<file path="config.mk">
export PLATFORM = sky130hd
export DESIGN_NAME = page_grouped_reloc_packer_unit
export DESIGN_NICKNAME = d
export VERILOG_FILES = /design/src/rtl/core/pgrp_pkg.sv /design/src/rtl/core/pgrp_front.sv /design/src/rtl/core/pgrp_queue.sv /design/src/rtl/core/pgrp_back.sv /design/src/rtl/core/page_grouped_reloc_packer_unit.sv
export SDC_FILE = /design/constraint.sdc
export NUM_CORES = 1
export LEC_CHECK = 0
export BUFFER_PORTS_ARGS = -buffer_cell sky130_fd_sc_hd__buf_2
export CAP_MARGIN = 10
export CORE_AREA = 4 4 240 242
export CTS_CLUSTER_DIAMETER = 30
export DETAILED_ROUTE_END_ITERATION = 16
export DIE_AREA = 0 0 244 246
export PLACE_DENSITY = 0.77
export SLEW_MARGIN = 20
export SYNTH_ARGS = -nofsm -noshare
export SYNTH_HDL_FRONTEND = slang
export SYNTH_SLANG_ARGS = --single-unit
</file>
<file path="constraint.sdc">
create_clock -name clk_i -period 11.7 [get_ports clk_i]
set_clock_uncertainty 0.1 [all_clocks]
set_input_delay 2.34 -clock clk_i [delete_from_list [all_inputs] [get_ports clk_i]]
set_output_delay 2.34 -clock clk_i [all_outputs]
set_load 0.02 [all_outputs]
</file>
<file path="src/rtl/core/pgrp_pkg.sv">
// shared types and constants for the page grouped relocation packer
package pgrp_pkg;

  localparam int unsigned MaxBytes  = 1048576;
  localparam int unsigned MaxRelocs = 262144;

  // write pointer and block size reach MaxBytes itself
  localparam int unsigned WpW  = $clog2(MaxBytes) + 1;
  localparam int unsigned OffW = 20;
  localparam int unsigned CntW = $clog2(MaxRelocs) + 1;
  localparam int unsigned ChkW = WpW + 1;

  localparam int unsigned QDepth = 2;
  localparam int unsigned QPtrW  = $clog2(QDepth);
  localparam int unsigned QCntW  = $clog2(QDepth + 1);

  // result slots of one job, emitted lowest first
  localparam int unsigned StepPad  = 0;
  localparam int unsigned StepHdr0 = 1;
  localparam int unsigned StepHdr1 = 2;
  localparam int unsigned StepBody = 3;
  localparam int unsigned StepSize = 4;
  localparam int unsigned NSteps   = 5;

  typedef enum logic [1:0] {
    KIND_HALF  = 2'd0,
    KIND_WORD  = 2'd1,
    KIND_COUNT = 2'd2,
    KIND_SIZE  = 2'd3
  } write_kind_e;

  typedef enum logic {
    OP_ENTRY = 1'b0,
    OP_FLUSH = 1'b1
  } op_e;

  typedef struct packed {
    logic [NSteps-1:0] mask;
    logic              flush;
    logic [OffW-1:0]   pad_off;
    logic [OffW-1:0]   blk_off;
    logic [31:0]       hdr0;
    logic [WpW-1:0]    hdr1;
    logic [OffW-1:0]   ent_off;
    logic [15:0]       ent_val;
    logic [CntW-1:0]   count;
    logic [WpW-1:0]    size;
  } job_t;

endpackage

</file>
<file path="src/rtl/core/pgrp_front.sv">
// front end: accepts items, tracks blocks and capacity, builds write jobs
module pgrp_front (
  input  logic                clk_i,
  input  logic                rst_ni,
  input  logic                cfg_we_i,
  input  logic [31:0]         cfg_data_i,
  input  logic                in_valid_i,
  output logic                in_stall_o,
  input  logic                operation_i,
  input  logic [31:0]         reloc_offset_i,
  input  logic [15:0]         type_bits_i,
  input  logic                q_full_i,
  output logic                push_o,
  output pgrp_pkg::job_t      job_o
);

  logic [31:0]                base_q;
  logic [19:0]                cur_page_q;
  logic                       seen_q;
  logic [pgrp_pkg::WpW-1:0]   blk_start_q;
  logic [pgrp_pkg::WpW-1:0]   wp_q;
  logic [pgrp_pkg::WpW-1:0]   bb_q;
  logic [pgrp_pkg::CntW-1:0]  cnt_q;

  logic                       accept;
  logic                       is_flush;
  logic [19:0]                page;
  logic                       pad;
  logic                       new_block;
  logic [pgrp_pkg::WpW-1:0]   wp_pad;
  logic [pgrp_pkg::WpW-1:0]   ent_off;
  logic [pgrp_pkg::ChkW-1:0]  chk;
  logic [pgrp_pkg::ChkW-1:0]  rounded;
  logic                       drop;

  assign in_stall_o = q_full_i;
  assign accept     = in_valid_i && !q_full_i;
  assign is_flush   = (pgrp_pkg::op_e'(operation_i) == pgrp_pkg::OP_FLUSH);
  assign page       = reloc_offset_i[31:12];
  assign pad        = bb_q[1];
  assign new_block  = seen_q && (page != cur_page_q);
  assign wp_pad     = wp_q + (pad ? pgrp_pkg::WpW'(2) : pgrp_pkg::WpW'(0));
  assign ent_off    = new_block ? (wp_pad + pgrp_pkg::WpW'(8)) : wp_q;

  // data area size after this entry, rounded up to a word
  assign chk     = pgrp_pkg::ChkW'(ent_off) + pgrp_pkg::ChkW'(2);
  assign rounded = (chk + pgrp_pkg::ChkW'(3)) & ~pgrp_pkg::ChkW'(3);
  assign drop    = (cnt_q >= pgrp_pkg::CntW'(pgrp_pkg::MaxRelocs)) ||
                   (rounded > pgrp_pkg::ChkW'(pgrp_pkg::MaxBytes));

  assign push_o = accept && (is_flush || !drop);

  always_comb begin
    job_o         = '0;
    job_o.flush   = is_flush;
    job_o.pad_off = wp_q[pgrp_pkg::OffW-1:0];
    job_o.blk_off = blk_start_q[pgrp_pkg::OffW-1:0];
    job_o.hdr0    = {cur_page_q, 12'h000} - base_q;
    job_o.hdr1    = bb_q + (pad ? pgrp_pkg::WpW'(2) : pgrp_pkg::WpW'(0));
    job_o.ent_off = ent_off[pgrp_pkg::OffW-1:0];
    job_o.ent_val = {4'h0, reloc_offset_i[11:0]} | type_bits_i;
    job_o.count   = cnt_q;
    job_o.size    = seen_q ? wp_pad : '0;
    if (is_flush) begin
      job_o.mask[pgrp_pkg::StepSize] = 1'b1;
      if (seen_q) begin
        job_o.mask[pgrp_pkg::StepPad]  = pad;
        job_o.mask[pgrp_pkg::StepHdr0] = 1'b1;
        job_o.mask[pgrp_pkg::StepHdr1] = 1'b1;
        job_o.mask[pgrp_pkg::StepBody] = 1'b1;
      end
    end else begin
      job_o.mask[pgrp_pkg::StepBody] = 1'b1;
      if (new_block) begin
        job_o.mask[pgrp_pkg::StepPad]  = pad;
        job_o.mask[pgrp_pkg::StepHdr0] = 1'b1;
        job_o.mask[pgrp_pkg::StepHdr1] = 1'b1;
      end
    end
  end

  always_ff @(posedge clk_i or negedge rst_ni) begin
    if (!rst_ni) begin
      base_q      <= '0;
      cur_page_q  <= '0;
      seen_q      <= 1'b0;
      blk_start_q <= '0;
      wp_q        <= pgrp_pkg::WpW'(8);
      bb_q        <= pgrp_pkg::WpW'(8);
      cnt_q       <= '0;
    end else begin
      if (cfg_we_i) begin
        base_q <= cfg_data_i;
      end
      if (accept) begin
        if (is_flush) begin
          cur_page_q  <= '0;
          seen_q      <= 1'b0;
          blk_start_q <= '0;
          wp_q        <= pgrp_pkg::WpW'(8);
          bb_q        <= pgrp_pkg::WpW'(8);
          cnt_q       <= '0;
        end else if (!drop) begin
          seen_q     <= 1'b1;
          cur_page_q <= page;
          if (new_block) begin
            blk_start_q <= wp_pad;
            bb_q        <= pgrp_pkg::WpW'(10);
          end else begin
            bb_q <= bb_q + pgrp_pkg::WpW'(2);
          end
          wp_q  <= ent_off + pgrp_pkg::WpW'(2);
          cnt_q <= cnt_q + pgrp_pkg::CntW'(1);
        end
      end
    end
  end

endmodule

</file>
<file path="src/rtl/core/pgrp_queue.sv">
// short job queue between the front end and the write sequencer
module pgrp_queue (
  input  logic           clk_i,
  input  logic           rst_ni,
  input  logic           push_i,
  input  pgrp_pkg::job_t job_i,
  output logic           full_o,
  output logic           valid_o,
  output pgrp_pkg::job_t head_o,
  input  logic           pop_i
);

  pgrp_pkg::job_t                slots_q [pgrp_pkg::QDepth];
  logic [pgrp_pkg::QPtrW-1:0]    wr_q;
  logic [pgrp_pkg::QPtrW-1:0]    rd_q;
  logic [pgrp_pkg::QCntW-1:0]    cnt_q;
  logic                          do_pop;

  assign full_o  = (cnt_q == pgrp_pkg::QCntW'(pgrp_pkg::QDepth));
  assign valid_o = (cnt_q != '0);
  assign head_o  = slots_q[rd_q];
  assign do_pop  = pop_i && valid_o;

  always_ff @(posedge clk_i) begin
    if (push_i) begin
      slots_q[wr_q] <= job_i;
    end
  end

  always_ff @(posedge clk_i or negedge rst_ni) begin
    if (!rst_ni) begin
      wr_q  <= '0;
      rd_q  <= '0;
      cnt_q <= '0;
    end else begin
      if (push_i) begin
        wr_q <= wr_q + pgrp_pkg::QPtrW'(1);
      end
      if (do_pop) begin
        rd_q <= rd_q + pgrp_pkg::QPtrW'(1);
      end
      if (push_i && !do_pop) begin
        cnt_q <= cnt_q + pgrp_pkg::QCntW'(1);
      end else if (do_pop && !push_i) begin
        cnt_q <= cnt_q - pgrp_pkg::QCntW'(1);
      end
    end
  end

endmodule

</file>
<file path="src/rtl/core/pgrp_back.sv">
// write sequencer: turns each job into its result beats, one per cycle while the output is not stalled
module pgrp_back (
  input  logic           clk_i,
  input  logic           rst_ni,
  input  logic           q_valid_i,
  input  pgrp_pkg::job_t head_i,
  output logic           pop_o,
  output logic           out_valid_o,
  input  logic           out_stall_i,
  output logic [1:0]     write_kind_o,
  output logic [19:0]    byte_offset_o,
  output logic [31:0]    write_value_o,
  output logic           last_o
);

  pgrp_pkg::job_t                 job_q;
  logic [pgrp_pkg::NSteps-1:0]    mask_q;
  logic                           out_valid_q;
  pgrp_pkg::write_kind_e          kind_q;
  logic [19:0]                    off_q;
  logic [31:0]                    val_q;
  logic                           last_q;

  logic                           advance;
  logic                           have_job;
  pgrp_pkg::job_t                 src;
  logic [pgrp_pkg::NSteps-1:0]    src_mask;
  logic [pgrp_pkg::NSteps-1:0]    low;
  logic [pgrp_pkg::NSteps-1:0]    rest;
  pgrp_pkg::write_kind_e          kind_d;
  logic [19:0]                    off_d;
  logic [31:0]                    val_d;

  assign advance  = !out_valid_q || !out_stall_i;
  assign have_job = (mask_q != '0);
  assign src      = have_job ? job_q : head_i;
  assign src_mask = have_job ? mask_q : (q_valid_i ? head_i.mask : '0);
  assign low      = src_mask & (~src_mask + pgrp_pkg::NSteps'(1));
  assign rest     = src_mask & ~low;
  assign pop_o    = advance && !have_job && q_valid_i;

  always_comb begin
    kind_d = pgrp_pkg::KIND_SIZE;
    off_d  = '0;
    val_d  = 32'(src.size);
    if (low[pgrp_pkg::StepPad]) begin
      kind_d = pgrp_pkg::KIND_HALF;
      off_d  = src.pad_off;
      val_d  = '0;
    end else if (low[pgrp_pkg::StepHdr0]) begin
      kind_d = pgrp_pkg::KIND_WORD;
      off_d  = src.blk_off;
      val_d  = src.hdr0;
    end else if (low[pgrp_pkg::StepHdr1]) begin
      kind_d = pgrp_pkg::KIND_WORD;
      off_d  = src.blk_off + 20'd4;
      val_d  = 32'(src.hdr1);
    end else if (low[pgrp_pkg::StepBody]) begin
      if (src.flush) begin
        kind_d = pgrp_pkg::KIND_COUNT;
        val_d  = 32'(src.count);
      end else begin
        kind_d = pgrp_pkg::KIND_HALF;
        off_d  = src.ent_off;
        val_d  = 32'(src.ent_val);
      end
    end
  end

  always_ff @(posedge clk_i) begin
    if (pop_o) begin
      job_q <= head_i;
    end
    if (advance) begin
      kind_q <= kind_d;
      off_q  <= off_d;
      val_q  <= val_d;
      last_q <= (rest == '0);
    end
  end

  always_ff @(posedge clk_i or negedge rst_ni) begin
    if (!rst_ni) begin
      mask_q      <= '0;
      out_valid_q <= 1'b0;
    end else if (advance) begin
      mask_q      <= rest;
      out_valid_q <= (src_mask != '0);
    end
  end

  assign out_valid_o   = out_valid_q;
  assign write_kind_o  = kind_q;
  assign byte_offset_o = off_q;
  assign write_value_o = val_q;
  assign last_o        = last_q;

endmodule

</file>
<file path="src/rtl/core/page_grouped_reloc_packer_unit.sv">
// Relocation packer: groups sorted relocation offsets into 4 KiB page blocks
// and reports every store into the data area as a result beat. The front end
// takes one item per cycle while its two-entry job queue has room; the write
// sequencer sends one result beat per cycle while out_stall_i is low, and an
// item gives one beat per result: one for a plain entry, three or four when
// it opens a new page block, up to five for the end item. Dropped entries
// give no beats. Write base_address only while the block is idle.
module page_grouped_reloc_packer_unit (
  input  logic        clk_i,
  input  logic        rst_ni,
  input  logic        cfg_we_i,
  input  logic [31:0] cfg_data_i,
  input  logic        in_valid_i,
  output logic        in_stall_o,
  input  logic        operation_i,
  input  logic [31:0] reloc_offset_i,
  input  logic [15:0] type_bits_i,
  output logic        out_valid_o,
  input  logic        out_stall_i,
  output logic [1:0]  write_kind_o,
  output logic [19:0] byte_offset_o,
  output logic [31:0] write_value_o,
  output logic        last_o
);

  logic           push;
  pgrp_pkg::job_t push_job;
  logic           q_full;
  logic           q_valid;
  pgrp_pkg::job_t q_head;
  logic           pop;

  pgrp_front u_front (
    .clk_i          (clk_i),
    .rst_ni         (rst_ni),
    .cfg_we_i       (cfg_we_i),
    .cfg_data_i     (cfg_data_i),
    .in_valid_i     (in_valid_i),
    .in_stall_o     (in_stall_o),
    .operation_i    (operation_i),
    .reloc_offset_i (reloc_offset_i),
    .type_bits_i    (type_bits_i),
    .q_full_i       (q_full),
    .push_o         (push),
    .job_o          (push_job)
  );

  pgrp_queue u_queue (
    .clk_i   (clk_i),
    .rst_ni  (rst_ni),
    .push_i  (push),
    .job_i   (push_job),
    .full_o  (q_full),
    .valid_o (q_valid),
    .head_o  (q_head),
    .pop_i   (pop)
  );

  pgrp_back u_back (
    .clk_i         (clk_i),
    .rst_ni        (rst_ni),
    .q_valid_i     (q_valid),
    .head_i        (q_head),
    .pop_o         (pop),
    .out_valid_o   (out_valid_o),
    .out_stall_i   (out_stall_i),
    .write_kind_o  (write_kind_o),
    .byte_offset_o (byte_offset_o),
    .write_value_o (write_value_o),
    .last_o        (last_o)
  );

endmodule
</file>
==> results by stage <==
Logic synthesis:
- The share of the Yosys chip area taken by registers is 0.640.
- The area of the mapped netlist is 30700 um2.
- The fraction of registers with async set or reset after synthesis is 0.208.
- Counting flops with a built-in enable in the synthesized netlist gives 537.
- The fraction of post-synthesis cell area in the top cell type by area is 0.525.
- The most common flop cell mapped by yosys is sky130_fd_sc_hd__edfxtp_1.
- The yosys synthesis warning count is 0.
- Of the total synthesized cell area, the portion taken by AND, OR, NAND and NOR gates is 0.105.
- The synthesized flop and latch total is 678.
- The net count of the mapped netlist is 2498.
- The multiplexer fraction of the synthesized cell area is 0.0890.
- Counting instances in the post-synthesis netlist gives the leading cell types as 537 x sky130_fd_sc_hd__edfxtp_1, 214 x sky130_fd_sc_hd__nand2_1, 175 x sky130_fd_sc_hd__mux2_2, 162 x sky130_fd_sc_hd__nor2_1, 139 x sky130_fd_sc_hd__dfrtp_1.
- The synthesized netlist contains 84 unique library cells.
- In the post-synthesis netlist, the biggest area contributors are sky130_fd_sc_hd__edfxtp_1 53%, sky130_fd_sc_hd__dfrtp_1 11%, sky130_fd_sc_hd__mux2_2 6.4%.
- Counting every instance in the synthesized netlist gives between 2000 and 2500.
- Averaged over all synthesized cells, the footprint is 12.9 um2.
- The fraction of the mapped netlist area in compound gates is 0.0962.
- Summed over all instances, the cell type with the most area after synthesis is sky130_fd_sc_hd__edfxtp_1.
- The largest family of logic cells by synthesized area is simple AND/OR/NAND/NOR gates.
- In the post-synthesis netlist, the cell with the most instances is sky130_fd_sc_hd__edfxtp_1.
- The xor-xnor portion of the synthesized cell area is 0.0328.
- The adder and majority gate portion of the synthesized area is 0.0118.

Detailed routing:
- The number of DRC violations after detailed-routing iteration 0 is 2018.
- The via count of the routed design is 20800.
- Dividing the detail-routed wire length by the instance count gives 23.6 um.
- For this run, design rule violations remaining after detail routing come to 0.
- For this run, the detailed router's first-pass iteration total came to 6.
- The count of nets left with antenna violations once routing finished came out at 0.
- The detailed-route wire length is roughly 80 mm.
- In the routed layout, each cell is associated on average with a via count of 6.12.

Floorplanning:
- The floorplan has 86 rows.
- For this design the top-level I/O count stands at approximately 140.
- The starting density of the core is 0.557.
- The die covers roughly 60000 um2.
- The vertical die dimension is 246 um.
- The horizontal die dimension is 244 um.
- The core outline area is 55100 um2.

CTS:
- Clock-pin slew was measured on the worst setup and hold paths at 0.05 ns.
- The later-pin clock latency in the skew report is 0.68 ns.
- Clock tree synthesis inserted a total of 120 buffers.
- In this run, post-CTS repair resized a total of 0 instances.
- The maximum buffer depth of the clock tree is 3.
- The number of sinks driven by the clock tree is 678.
- Buffers added to address setup during post-CTS repair amount to 0.
- The TritonCTS clock tree is built.
- After clock tree synthesis, the flow added hold-fix buffers numbering 0.
- The H-tree was split into 3 levels.
- The tree is rooted in a sky130_fd_sc_hd__clkbuf_16.

Power and ir drop:
- VDD sags by at most 250 uV.
- Dividing total power by cell area gives a power density of 318 nW/um2.
- Summing internal, switching and leakage power gives ~0.012 W.
- Summed over all cells, the static leakage comes to 13.7 nW.

Cells and area:
- The repair_antennas step left the layout with diodes totalling 0.
- In the final layout, the share of cells above drive strength 1 is 0.224.
- The signed area change from the synthesized netlist to the final layout is 18.4%.
- The number of nets in the layout is 2656.
- Registers take 19700 um2.
- The multi-input combinational cells in the finished layout cover a total of 10300 um2.
- The layout filler cell count is 3839.

Placement:
- The final weighted congestion in routability-driven placement is between 0.8 and 0.9.
- Port buffering added 142 buffers.
- Detailed placement ended at an HPWL of 50.5 mm.

Timing:
- Derived from the worst setup path, the maximum achievable clock frequency is around 160 MHz.
- For the finished layout, the period the worst path requires is 6.26 ns.
- Of the available clock period, the critical path in the final layout requires 0.535.
- At the pin with the least slew margin, the transition time is 1.18 ns.
- The final number of hold-violating endpoints is 0.
- The count of pins over their slew limit is 0.
- The final number of setup-violating endpoints is 0.
- The worst max-slew margin expressed relative to the limit is 0.212.
- The worst hold slack is around 0.35 ns.
- Setup repair after global routing left no endpoint under its margin.

Critical path:
- On the critical path, the stage with the largest delay is an instance of sky130_fd_sc_hd__buf_4.
- Traced cell by cell, the critical path runs through ha_1 -> ha_1 -> nand3_1 -> nor3_2 -> xnor2_1 -> or4_1 -> or4b_1 -> mux2i_1 -> a21o_4 -> nor2_4 -> buf_4 -> buf_4.
- The worst endpoint required time is 11.87 ns.
- The critical path's top delay family is simple AND/OR/NAND/NOR gates.
- The maximum cell stage delay along the critical path is 0.88 ns.
- The type of the worst setup path is flip-flop to flip-flop.
- Counting both buffers and inverters, the worst setup path holds a total of 2.
- The slack of the worst reg-to-reg path is 5.44 ns.
- The worst setup path is captured at a flip-flop.
- Data on the critical path arrives at its endpoint at 6.43 ns.
- Of all nets on the critical path, the largest fanout is 67.
- The nature of the critical path startpoint is a flip-flop.

Global route:
- The total routing usage reported by global routing is 0.262.
- The most heavily used metal layer in global routing is met2.
- After global routing the overflow that remains totals 0.
- The first global-routing pass estimated between 100 and 150 mm of wire.
- The met2 routing resource usage after global routing is 0.428.
- The number of antenna violations at the first check in global routing was 2.
- For this run, global-route usage on met1 was measured as 0.358.
- The number of global-route vias before repair is just over 20000.
- Entering global routing, the biggest net connects 169 pins.
- In the global route stage, met3 resource usage came out at 0.0477.

Run status:
- The run finished with clean final reports.

Min path:
- The worst min-delay path category is flip-flop to flip-flop.

Flow run:
- Across the run, the number of max-cap violations was 0.
-- cell usage in the layout, fill, tap and decap left out, drive strengths merged, types with 24 or more instances in the layout --
cell type and n:
a22o 41, a21oi 79, and2 24, o21ai 171, xnor2 61, nand3 44, nor2 162, buf 167
xor2 54, clkbuf 144, nor3 32, dfrtp 139, clkinv 42, mux2i 76, mux2 175, and3 27
edfxtp 537, nor2b 26, ha 29, nand2 215, inv 74
-- per-layer routing --
metal	up-vias	wire, um
li1	9191	-
met1	10400	32000
met2	1050	38600
met3	170	6890
met4	0	2600
met5	-	0
-- layout make-up --
type                    count  share of cell area
flip-flops and latches    678               0.541
multi-input cells        1509               0.285
clock buffers             144              0.0885
clock inverters            83              0.0280
well taps                 748              0.0258
repair buffers            167              0.0252
inverters                  65             0.00685
-- final timing paths --
kind / start / to / cells after the start
setup / recovery: u_front.bb_q[1] / u_queue.slots_q[0][54] / 12
hold reg to reg: u_front.blk_start_q[5] / u_queue.slots_q[0][134] / 0
hold / removal: u_front.blk_start_q[5] / u_queue.slots_q[0][134] / 0
max in group asynchronous: rst_ni / u_front.seen_q / 2
min in group asynchronous: rst_ni / u_front.base_q[9] / 1
setup reg to reg: u_front.bb_q[1] / u_queue.slots_q[0][54] / 12
-- cells by family after synthesis --
| family | after synthesis |
|---|---|
| simple gates | 660 |
| xor+xnor | 115 |
| fa+ha+maj | 29 |
| flops | 678 |
| mux | 251 |
| compound gates | 454 |
| buf+inv | 196 |
-- power by group --
part | switching, W | internal, W | total (W)
Sequential | 0.000351 | 0.00366 | 0.00402
Combinational | 0.00263 | 0.00137 | 0.00400
Clock | 0.00122 | 0.00234 | 0.00356
Total | 0.00420 | 0.00738 | 0.0116
-- state kept, by name, summed over array words and instances (netlist names), 2 cells and up --
| register | count |
|---|---|
| u_front.wp_q | 20 |
| u_back.job_q | 146 |
| u_queue.cnt_q | 2 |
| u_front.blk_start_q | 20 |
| u_back.write_value_o | 32 |
| u_front.cur_page_q | 20 |
| u_front.bb_q | 20 |
| u_front.cnt_q | 19 |
| u_back.mask_q | 4 |
| u_queue.slots_q | 336 |
| u_front.base_q | 32 |
| u_back.write_kind_o | 2 |
| u_back.byte_offset_o | 20 |
-- through the flow --
stage          std cells   util  cell area [um2]  worst slack, ns  setup TNS (ns)
2_1_floorplan       2383      -            30700           -0.430         -144.47
3_3_place_gp        3167  0.583            32100             4.97               0
3_5_place_dp        3167  0.583            32100             4.84               0
4_1_cts             3394  0.660            36300             5.52               0
5_1_grt             3394  0.660            36300             5.10               0
6_report            3394  0.660            36300             5.44               0
Note: power is estimated with default switching activity, not from simulation.
